[config.mk]
export PLATFORM = sky130hd
export DESIGN_NAME = lcd_nibble_write_sequencer_flat
export DESIGN_NICKNAME = d
export VERILOG_FILES = /design/src/lcdnws_pkg.sv /design/src/lcdnws_ifs.sv /design/src/lcdnws_front.sv /design/src/lcdnws_queue.sv /design/src/lcdnws_back.sv /design/src/lcd_nibble_write_sequencer.sv /design/src/flat_wrapper.sv
export SDC_FILE = /design/constraint.sdc
export NUM_CORES = 1
export LEC_CHECK = 0
export CAP_MARGIN = 5
export CORE_MARGIN = 8
export CORE_UTILIZATION = 50
export CTS_CLUSTER_DIAMETER = 80
export DETAILED_ROUTE_END_ITERATION = 12
export DONT_BUFFER_PORTS = 1
export PLACE_DENSITY = 0.64
export SYNTH_ARGS = -nofsm -noshare
export SYNTH_HDL_FRONTEND = slang
export SYNTH_SLANG_ARGS = --single-unit
[constraint.sdc]
create_clock -name clk -period 4.2 [get_ports clk]
set_input_delay 0.21 -clock clk [delete_from_list [all_inputs] [get_ports clk]]
set_output_delay 0.21 -clock clk [all_outputs]
set_load 0.02 [all_outputs]
[src/lcdnws_pkg.sv]
// Package: shared types, constants and tables of the LCD nibble write sequencer.
`default_nettype none
package lcdnws_pkg;

  localparam int KIND_W   = 3;
  localparam int VALUE_W  = 8;
  localparam int COLUMN_W = 6;
  localparam int ROW_W    = 2;
  localparam int BUS_W    = 8;
  localparam int LWA_W    = 2;

  localparam int QUEUE_DEPTH_DEF = 4;
  localparam int INIT_CMDS       = 6;

  localparam logic [BUS_W-1:0] BIT_RS = 8'h40;
  localparam logic [BUS_W-1:0] BIT_RW = 8'h20;
  localparam logic [BUS_W-1:0] BIT_EN = 8'h10;
  localparam logic [BUS_W-1:0] NIBBLE = 8'h0f;

  localparam logic [VALUE_W-1:0] CMD_CLEAR = 8'h01;

  typedef enum logic [KIND_W-1:0] {
    KIND_CMD    = 3'd0,
    KIND_DATA   = 3'd1,
    KIND_CURSOR = 3'd2,
    KIND_INIT   = 3'd3,
    KIND_CLEAR  = 3'd4
  } kind_t;

  // One byte to send, with the wait marks of its first and last write.
  typedef struct packed {
    logic [VALUE_W-1:0] byte_val;
    logic               is_data;
    logic               long_before;
    logic [LWA_W-1:0]   long_after;
    logic               last;
  } byte_req_t;

  // Handshake between the front part and the queue.
  typedef struct packed {
    logic      valid;
    byte_req_t req;
  } push_t;

  function automatic logic [VALUE_W-1:0] init_cmd(input logic [2:0] idx);
    logic [VALUE_W-1:0] c;
    case (idx)
      3'd0:    c = 8'h33;
      3'd1:    c = 8'h32;
      3'd2:    c = 8'h28;
      3'd3:    c = 8'h0c;
      3'd4:    c = 8'h06;
      default: c = 8'h01;
    endcase
    return c;
  endfunction

  function automatic logic [VALUE_W-1:0] row_base(input logic [ROW_W-1:0] row);
    logic [VALUE_W-1:0] b;
    case (row)
      2'd0:    b = 8'h80;
      2'd1:    b = 8'hc0;
      2'd2:    b = 8'h94;
      default: b = 8'hd4;
    endcase
    return b;
  endfunction

endpackage
`default_nettype wire

[src/lcdnws_ifs.sv]
// Interfaces: request, result and configuration channels of the sequencer.
`default_nettype none
interface lcdnws_in_if;
  logic                           valid;
  logic                           ready;
  logic [lcdnws_pkg::KIND_W-1:0]   kind;
  logic [lcdnws_pkg::VALUE_W-1:0]  value;
  logic [lcdnws_pkg::COLUMN_W-1:0] column;
  logic [lcdnws_pkg::ROW_W-1:0]    row;
  modport source (output valid, kind, value, column, row, input ready);
  modport sink   (input valid, kind, value, column, row, output ready);
endinterface

interface lcdnws_out_if;
  logic                          valid;
  logic                          ready;
  logic [lcdnws_pkg::BUS_W-1:0]  bus_word;
  logic                          short_wait_before;
  logic                          long_waits_before;
  logic [lcdnws_pkg::LWA_W-1:0]  long_waits_after;
  logic                          last;
  modport source (output valid, bus_word, short_wait_before, long_waits_before,
                  long_waits_after, last, input ready);
  modport sink   (input valid, bus_word, short_wait_before, long_waits_before,
                  long_waits_after, last, output ready);
endinterface

interface lcdnws_cfg_if;
  logic valid;
  logic ready;
  logic data;
  modport source (output valid, data, input ready);
  modport sink   (input valid, data, output ready);
endinterface
`default_nettype wire

[src/lcdnws_front.sv]
// Front part: accept requests, classify them and push the bytes to send.
`default_nettype none
module lcdnws_front (
  input  wire logic             clk,
  input  wire logic             rst_n,
  input  wire logic             waits_en,
  lcdnws_in_if.sink             in_req,
  output lcdnws_pkg::push_t     push,
  input  wire logic             push_ready
);
  import lcdnws_pkg::*;

  logic [2:0] init_cnt_r, init_cnt_nxt;
  logic       accept;
  byte_req_t  req;
  logic       req_valid;

  assign in_req.ready = (init_cnt_r == 3'd0) && push_ready;
  assign accept       = in_req.valid && in_req.ready;

  always_comb begin
    req          = '0;
    req_valid    = 1'b0;
    init_cnt_nxt = init_cnt_r;
    if (init_cnt_r != 3'd0) begin
      // Continue the init run, one command a cycle while the queue has room.
      req.byte_val   = init_cmd(init_cnt_r);
      req.long_after = (init_cnt_r == 3'(INIT_CMDS - 1)) ? 2'd2 : 2'd1;
      req.last       = (init_cnt_r == 3'(INIT_CMDS - 1));
      req_valid      = 1'b1;
      if (push_ready) begin
        init_cnt_nxt = req.last ? 3'd0 : init_cnt_r + 3'd1;
      end
    end else if (accept) begin
      req.last  = 1'b1;
      req_valid = 1'b1;
      case (in_req.kind)
        KIND_CMD:    req.byte_val = in_req.value;
        KIND_DATA: begin
          req.byte_val = in_req.value;
          req.is_data  = 1'b1;
        end
        KIND_CURSOR: req.byte_val = row_base(in_req.row) + {2'b00, in_req.column};
        KIND_INIT: begin
          req.byte_val   = init_cmd(3'd0);
          req.long_after = 2'd1;
          req.last       = 1'b0;
          init_cnt_nxt   = 3'd1;
        end
        KIND_CLEAR: begin
          req.byte_val    = CMD_CLEAR;
          req.long_before = 1'b1;
          req.long_after  = 2'd1;
        end
        default: req_valid = 1'b0;  // drop unknown kinds
      endcase
    end
    if (!waits_en) begin
      req.long_before = 1'b0;
      req.long_after  = '0;
    end
  end

  assign push.valid = req_valid;
  assign push.req   = req;

  always_ff @(posedge clk) begin
    if (!rst_n) begin
      init_cnt_r <= 3'd0;
    end else begin
      init_cnt_r <= init_cnt_nxt;
    end
  end
endmodule
`default_nettype wire

[src/lcdnws_queue.sv]
// Queue: short FIFO of byte requests between the front and back parts.
`default_nettype none
module lcdnws_queue #(
  parameter int DEPTH = lcdnws_pkg::QUEUE_DEPTH_DEF
) (
  input  wire logic              clk,
  input  wire logic              rst_n,
  input  wire lcdnws_pkg::push_t push,
  output logic                   push_ready,
  output logic                   head_valid,
  output lcdnws_pkg::byte_req_t  head,
  input  wire logic              pop
);
  import lcdnws_pkg::*;

  localparam int PTR_W = (DEPTH > 1) ? $clog2(DEPTH) : 1;
  localparam int CNT_W = $clog2(DEPTH + 1);

  byte_req_t        mem [DEPTH];
  logic [PTR_W-1:0] wr_ptr_r, rd_ptr_r;
  logic [CNT_W-1:0] count_r;
  logic             do_push, do_pop;

  assign push_ready = (count_r != CNT_W'(DEPTH));
  assign head_valid = (count_r != '0);
  assign head       = mem[rd_ptr_r];
  assign do_push    = push.valid && push_ready;
  assign do_pop     = pop && head_valid;

  function automatic logic [PTR_W-1:0] ptr_inc(input logic [PTR_W-1:0] p);
    return (p == PTR_W'(DEPTH - 1)) ? '0 : p + 1'b1;
  endfunction

  always_ff @(posedge clk) begin
    if (do_push) begin
      mem[wr_ptr_r] <= push.req;
    end
  end

  always_ff @(posedge clk) begin
    if (!rst_n) begin
      wr_ptr_r <= '0;
      rd_ptr_r <= '0;
      count_r  <= '0;
    end else begin
      if (do_push) wr_ptr_r <= ptr_inc(wr_ptr_r);
      if (do_pop)  rd_ptr_r <= ptr_inc(rd_ptr_r);
      case ({do_push, do_pop})
        2'b10:   count_r <= count_r + 1'b1;
        2'b01:   count_r <= count_r - 1'b1;
        default: count_r <= count_r;
      endcase
    end
  end
endmodule
`default_nettype wire

[src/lcdnws_back.sv]
// Back part: step the shadow byte through the eight bus writes of each byte.
`default_nettype none
module lcdnws_back (
  input  wire logic                  clk,
  input  wire logic                  rst_n,
  input  wire logic                  waits_en,
  input  wire logic                  head_valid,
  input  wire lcdnws_pkg::byte_req_t head,
  output logic                       pop,
  lcdnws_out_if.source               out_res
);
  import lcdnws_pkg::*;

  localparam logic [2:0] STEP_LAST = 3'd7;

  logic [2:0]       step_r;
  logic [BUS_W-1:0] shadow_r, shadow_nxt;
  logic             out_valid_r;
  logic [BUS_W-1:0] bus_word_r;
  logic             swb_r, lwb_r, last_r;
  logic [LWA_W-1:0] lwa_r;
  logic             advance;

  assign advance = head_valid && (!out_valid_r || out_res.ready);
  assign pop     = advance && (step_r == STEP_LAST);

  always_comb begin
    shadow_nxt = shadow_r;
    case (step_r)
      3'd0: shadow_nxt = shadow_r & ~(BIT_EN | BIT_RW);
      3'd1: shadow_nxt = head.is_data ? (shadow_r | BIT_RS) : (shadow_r & ~BIT_RS);
      3'd2: shadow_nxt = (shadow_r & ~NIBBLE) | {4'h0, head.byte_val[7:4]};
      3'd3: shadow_nxt = shadow_r | BIT_EN;
      3'd4: shadow_nxt = shadow_r & ~BIT_EN;
      3'd5: shadow_nxt = (shadow_r & ~NIBBLE) | {4'h0, head.byte_val[3:0]};
      3'd6: shadow_nxt = shadow_r | BIT_EN;
      default: shadow_nxt = shadow_r & ~BIT_EN;
    endcase
  end

  always_ff @(posedge clk) begin
    if (!rst_n) begin
      step_r      <= 3'd0;
      shadow_r    <= '0;
      out_valid_r <= 1'b0;
    end else begin
      if (out_res.ready) out_valid_r <= 1'b0;
      if (advance) begin
        step_r      <= step_r + 3'd1;
        shadow_r    <= shadow_nxt;
        out_valid_r <= 1'b1;
      end
    end
  end

  always_ff @(posedge clk) begin
    if (advance) begin
      bus_word_r <= shadow_nxt;
      swb_r      <= waits_en && (step_r != 3'd1);
      lwb_r      <= (step_r == 3'd0) && head.long_before;
      lwa_r      <= (step_r == STEP_LAST) ? head.long_after : '0;
      last_r     <= (step_r == STEP_LAST) && head.last;
    end
  end

  assign out_res.valid             = out_valid_r;
  assign out_res.bus_word          = bus_word_r;
  assign out_res.short_wait_before = swb_r;
  assign out_res.long_waits_before = lwb_r;
  assign out_res.long_waits_after  = lwa_r;
  assign out_res.last              = last_r;
endmodule
`default_nettype wire

[src/lcd_nibble_write_sequencer.sv]
// Top level: LCD nibble write sequencer for a 4-bit character LCD bus.
// in_req carries one request (command, data, cursor move, init or clear).
// out_res carries one bus write per result: the pin byte (d4-d7 in bits 0-3,
// EN bit 4, RW bit 5, RS bit 6, backlight bit 7) with its wait marks; last
// flags the final write of a request. cfg_wr writes waits_enabled (reset 1);
// write it only while the block is idle. cfg_wr is always ready.
// Each byte takes eight bus writes, set by the back part's step counter;
// init sends six bytes. A request's first write passes the queue register,
// then the output register, before out_res shows it. Unknown kinds
// are taken and dropped. A request is taken whenever the front part is not
// in an init run and the queue has a free slot, so requests keep coming in
// while the back part works or the receiver stalls; a stall on out_res only
// holds the output register and the back step. Reset clears the shadow byte
// (backlight stays off), the queue and all handshake state.
`default_nettype none
module lcd_nibble_write_sequencer #(
  parameter int QUEUE_DEPTH = lcdnws_pkg::QUEUE_DEPTH_DEF
) (
  input wire logic      clk,
  input wire logic      rst_n,
  lcdnws_in_if.sink     in_req,
  lcdnws_out_if.source  out_res,
  lcdnws_cfg_if.sink    cfg_wr
);
  import lcdnws_pkg::*;

  logic      waits_en_r;
  push_t     push;
  logic      push_ready;
  logic      head_valid;
  byte_req_t head;
  logic      pop;

  // Configuration: a single bit, always accepted.
  assign cfg_wr.ready = 1'b1;

  always_ff @(posedge clk) begin
    if (!rst_n) begin
      waits_en_r <= 1'b1;
    end else if (cfg_wr.valid) begin
      waits_en_r <= cfg_wr.data;
    end
  end

  // Classify requests into byte sends.
  lcdnws_front u_front (
    .clk        (clk),
    .rst_n      (rst_n),
    .waits_en   (waits_en_r),
    .in_req     (in_req),
    .push       (push),
    .push_ready (push_ready)
  );

  // Decouple front and back.
  lcdnws_queue #(
    .DEPTH (QUEUE_DEPTH)
  ) u_queue (
    .clk        (clk),
    .rst_n      (rst_n),
    .push       (push),
    .push_ready (push_ready),
    .head_valid (head_valid),
    .head       (head),
    .pop        (pop)
  );

  // Expand each byte into eight bus writes.
  lcdnws_back u_back (
    .clk        (clk),
    .rst_n      (rst_n),
    .waits_en   (waits_en_r),
    .head_valid (head_valid),
    .head       (head),
    .pop        (pop),
    .out_res    (out_res)
  );
endmodule
`default_nettype wire
[src/flat_wrapper.sv]
// flat-port wrapper written by rule: the top's interface ports become plain ports
module lcd_nibble_write_sequencer_flat import lcdnws_pkg::*;
#(
  parameter int QUEUE_DEPTH = lcdnws_pkg::QUEUE_DEPTH_DEF
)
  (clk, rst_n, in_req_valid, in_req_kind, in_req_value, in_req_column, in_req_row, in_req_ready, out_res_valid, out_res_bus_word, out_res_short_wait_before, out_res_long_waits_before, out_res_long_waits_after, out_res_last, out_res_ready, cfg_wr_valid, cfg_wr_data, cfg_wr_ready);
  lcdnws_in_if in_req_i ();
  lcdnws_out_if out_res_i ();
  lcdnws_cfg_if cfg_wr_i ();
  input wire logic clk;
  input wire logic rst_n;
  input wire logic [$bits(in_req_i.valid)-1:0] in_req_valid;
  input wire logic [$bits(in_req_i.kind)-1:0] in_req_kind;
  input wire logic [$bits(in_req_i.value)-1:0] in_req_value;
  input wire logic [$bits(in_req_i.column)-1:0] in_req_column;
  input wire logic [$bits(in_req_i.row)-1:0] in_req_row;
  output wire logic [$bits(in_req_i.ready)-1:0] in_req_ready;
  output wire logic [$bits(out_res_i.valid)-1:0] out_res_valid;
  output wire logic [$bits(out_res_i.bus_word)-1:0] out_res_bus_word;
  output wire logic [$bits(out_res_i.short_wait_before)-1:0] out_res_short_wait_before;
  output wire logic [$bits(out_res_i.long_waits_before)-1:0] out_res_long_waits_before;
  output wire logic [$bits(out_res_i.long_waits_after)-1:0] out_res_long_waits_after;
  output wire logic [$bits(out_res_i.last)-1:0] out_res_last;
  input wire logic [$bits(out_res_i.ready)-1:0] out_res_ready;
  input wire logic [$bits(cfg_wr_i.valid)-1:0] cfg_wr_valid;
  input wire logic [$bits(cfg_wr_i.data)-1:0] cfg_wr_data;
  output wire logic [$bits(cfg_wr_i.ready)-1:0] cfg_wr_ready;
  assign in_req_i.valid = in_req_valid;
  assign in_req_i.kind = in_req_kind;
  assign in_req_i.value = in_req_value;
  assign in_req_i.column = in_req_column;
  assign in_req_i.row = in_req_row;
  assign in_req_ready = in_req_i.ready;
  assign out_res_valid = out_res_i.valid;
  assign out_res_bus_word = out_res_i.bus_word;
  assign out_res_short_wait_before = out_res_i.short_wait_before;
  assign out_res_long_waits_before = out_res_i.long_waits_before;
  assign out_res_long_waits_after = out_res_i.long_waits_after;
  assign out_res_last = out_res_i.last;
  assign out_res_i.ready = out_res_ready;
  assign cfg_wr_i.valid = cfg_wr_valid;
  assign cfg_wr_i.data = cfg_wr_data;
  assign cfg_wr_ready = cfg_wr_i.ready;
  lcd_nibble_write_sequencer #(.QUEUE_DEPTH(QUEUE_DEPTH)) u_core (.clk(clk), .rst_n(rst_n), .in_req(in_req_i), .out_res(out_res_i), .cfg_wr(cfg_wr_i));
endmodule
==> results.md <==
- GR Overflow Total: 0
- Area of the multi-input gates: approximately 1600 um^2
- Final Max Slew Viols: 0
- Final hold vios: 0
- H-Tree Level Count: 3
- Hold Path Class: in2reg
- Layout cells sized above 1: around 7.1%
- CP max-delay cell: nor3b_1
- Worst slew pin tran: 1110 ps
- Post-synth EDFFs: 65
- Inserted Clock Buffers: 9
- Nets@finish: approximately 380
- PortBufs: 0
- Hold buffer count at CTS: 3
- Fmax: 0.378 GHz
- CP most frequent cell: inv_1
- CP arrival: 2930 ps
- Max VDD drop: roughly 0.15 mV
- CP Capture Type: register
- Power Total: 1870 uW
- Clk Latency, worst-skew pair: roughly 350 ps
- Total track usage: 14.5%
- Minimum clock period: between 2000 and 3000 ps
- Setup bufs post-CTS: 0
- Vias per inst: 5.67
- Status: complete, no violations
- Clock buffer depth: 2
- Syn avg cell area: around 12 um^2
- Largest delay contributor family on the critical path: simple AND/OR/NAND/NOR gates
- Register Area: approximately 2500 um^2
- Mapped cell area: 4180 um^2
- Setup Skew: about 12 ps
- Synth area leader: edfxtp_1
- Kind of critical path: reg2reg
- Die width: roughly 110 um
- WL per Instance: roughly 18 um
- Number of remaining DRC errors: 0
- TritonCTS clock tree: yes
- # rows: 33
- Final setup TNS: 0 ps
- Setup Viol. Count Final: 0
- Worst-path clk slew: 90 ps
- Vias in the first global route: 2524
- GPL Wtd Cong: slightly below 0.8
- Main flop type after synthesis: edfxtp_1
- Pin count of the biggest net entering global routing: 29
- Clock sink total: 90
- CTS resizes: 0
- First drt pass iteration count: 4
- Area delta synth->final: 5.15%
- Number of max-cap violations: 0
- RSZ-0062 raised after global routing: no
- Worst stage delay on the critical path: 580 ps
- Synth unique cells: 56
- Async SR Flop Fraction: 0%
- Initial antenna violation count: 0
- Startpoint Class: register
- N_diodes: 0
- Final ANT Viol Nets: 0
- Final wirelength: just under 8000 um
- First-pass GRT wire length: roughly 13000 um
- CP Max Fanout: 7
- Yosys warns: 0
- Power Dens Cells: approximately 430 nW/um^2
- Die area: approximately 12000 um^2
- Starting Density: about half
- Critical Path RT: approximately 4500 ps
- Seq/Total Area, Yosys: 58.7%
- # IOs: slightly above 40
- CTS root buf: clkbuf_8
- Rel. slew slack: 25.7%
- Top cells by area, synth: edfxtp_1 (47%), dfxtp_1 (12%), mux2i_1 (4.8%), ha_1 (4.5%), mux4_2 (2.7%)
- 1st-iter DRT viols: ~140
- Height of the die: around 110 um
- Hold slack final: 12.9 ps
- Critical path cell sequence: nor3b_1, a21oi_1, inv_1, ha_1, inv_1, fa_1, xor2_1, or3_1, a21boi_0
- Period Utilization, post-route: a little over three fifths
- Yosys top cell area share: a little under half
- Leakage power figure: between 0.001 and 0.0015 uW
- Syn nets: 380
- Final HPWL DP: between 5000 and 6000 um
- Cells after synthesis: 339
- Vias: roughly 2500
- Yosys reg bits: 90
- WP buf/inv: 2
- Fill cell count: 695
- Placeable Area: ~8200 um^2
## worst reg2reg max path, delay by kind of cell, from the launching register on
family,cells,cell delay [ps]
adders and majority gates,2,560
DFF,1,400
and+or+nand+nor,2,880
xor gates and xnor gates,1,160
AOI/OAI and AO/OA,2,410
buffers and inverters,2,170
## synthesized netlist by cell type (6+ instances only)
cell type	instances
and2_1	15
o22ai_1	8
nand3_1	7
inv_1	13
clkbuf_1	8
nor2b_1	6
mux2i_1	20
o21ai_0	16
ha_1	15
a21boi_0	7
dfxtp_1	25
nand2b_1	6
nand2_1	29
a21oi_1	12
edfxtp_1	65
nor2_1	16
## flip-flops by register name, indices dropped and copies added, names as in the netlist, named ones only
| signal | flops |
|---|---|
| u_core.u_queue.mem | 52 |
| u_core.u_back.out_res.bus_word | 8 |
| u_core.u_back.shadow_r | 8 |
| u_core.u_back.step_r | 3 |
| u_core.u_front.init_cnt_r | 3 |
| u_core.u_queue.count_r | 3 |
| u_core.u_back.out_res.long_waits_after | 2 |
| u_core.u_queue.rd_ptr_r | 2 |
| u_core.u_queue.wr_ptr_r | 2 |
| u_core.u_back.out_res.last | 1 |
| u_core.u_back.out_res.long_waits_before | 1 |
| u_core.u_back.out_res.short_wait_before | 1 |
| u_core.u_back.out_res.valid | 1 |
| u_core.waits_en_r | 1 |
## cell type report
cell class	instances	share of cell area [%]
timing repair buffer	3	0.684
sequential	90	55.8
inverter	13	1.11
tap	105	2.99
clock inverter	5	0.712
multi-input combinational	217	35.7
clock buffer	11	2.99
## path summary, 6_finish.rpt
kind / startpoint / endpoint / slack [ps] / depth (start not counted)
worst max register to register: u_core.u_queue.count_r[2] / u_core.u_queue.count_r[2] / 1550 / 9
worst min register to register: u_core.u_back.shadow_r[5] / u_core.u_back.shadow_r[5] / 430 / 2
worst max-delay path: u_core.u_queue.count_r[2] / u_core.u_queue.count_r[2] / 1550 / 9
worst min-delay path: rst_n / u_core.u_front.init_cnt_r[1] / 10 / 1
## stage by stage
| stage | instance area, um^2 | instances | util, % | worst slack [ps] |
|---|---|---|---|---|
| detailed placement | 4200 | 425 | 51.4 | 1560 |
| global route | 4390 | 444 | 53.7 | 1250 |
| global placement | 4200 | 425 | 51.4 | 1650 |
| finish | 4390 | 444 | 53.7 | 1550 |
| CTS | 4390 | 444 | 53.7 | 1520 |
| floorplan | 4180 | 339 | - | 1900 |
## power breakdown
part	internal [uW]	leakage, uW	total, uW	switching (uW)
logic	92.1	0.000596	248	156
clock network	213	0.0000746	506	293
registers	1050	0.000820	1110	65.2
total	1350	0.00149	1870	514
## cell usage in the layout (no fill, tap or decap), drive strengths merged, types with 2 or more instances in the layout
cell,instances
mux2i,20
a31oi,4
nor2,16
o32ai,2
nand3b,2
xnor2,5
o31ai,2
o21ai,16
o22ai,8
edfxtp,65
o211a,2
nor3,4
nor3b,3
nand2b,6
and2,16
clkinv,3
clkinvlp,2
dlygate4sd3,3
nor2b,6
clkbuf,11
and3,2
o221ai,2
dfxtp,25
or3,4
mux2,2
a21boi,7
nand2,29
mux4,5
nand3,8
inv,13
ha,15
nor4,2
a21oi,12
## per-layer routing
metal  GRT usage, %  up-vias  routed length [um]
met1           17.7     1215                3630
met3           3.83        9                 353
li1               -     1229                   -
met2           24.3       65                3840
met5              0        -                   0
met4           5.25        0                 105
## logic make-up after synthesis
kind of cell / after synthesis / share of synthesized area (%)
compound gates: 62 / 9.50
xor+xnor: 6 / 1.26
fa+ha+maj: 16 / 4.97
buf+inv: 32 / 3.77
flops: 90 / 58.7
mux: 27 / 8.03
other cells: 1 / 0.0898
simple gates: 105 / 13.7
Note: power is estimated with default switching activity, not from simulation.
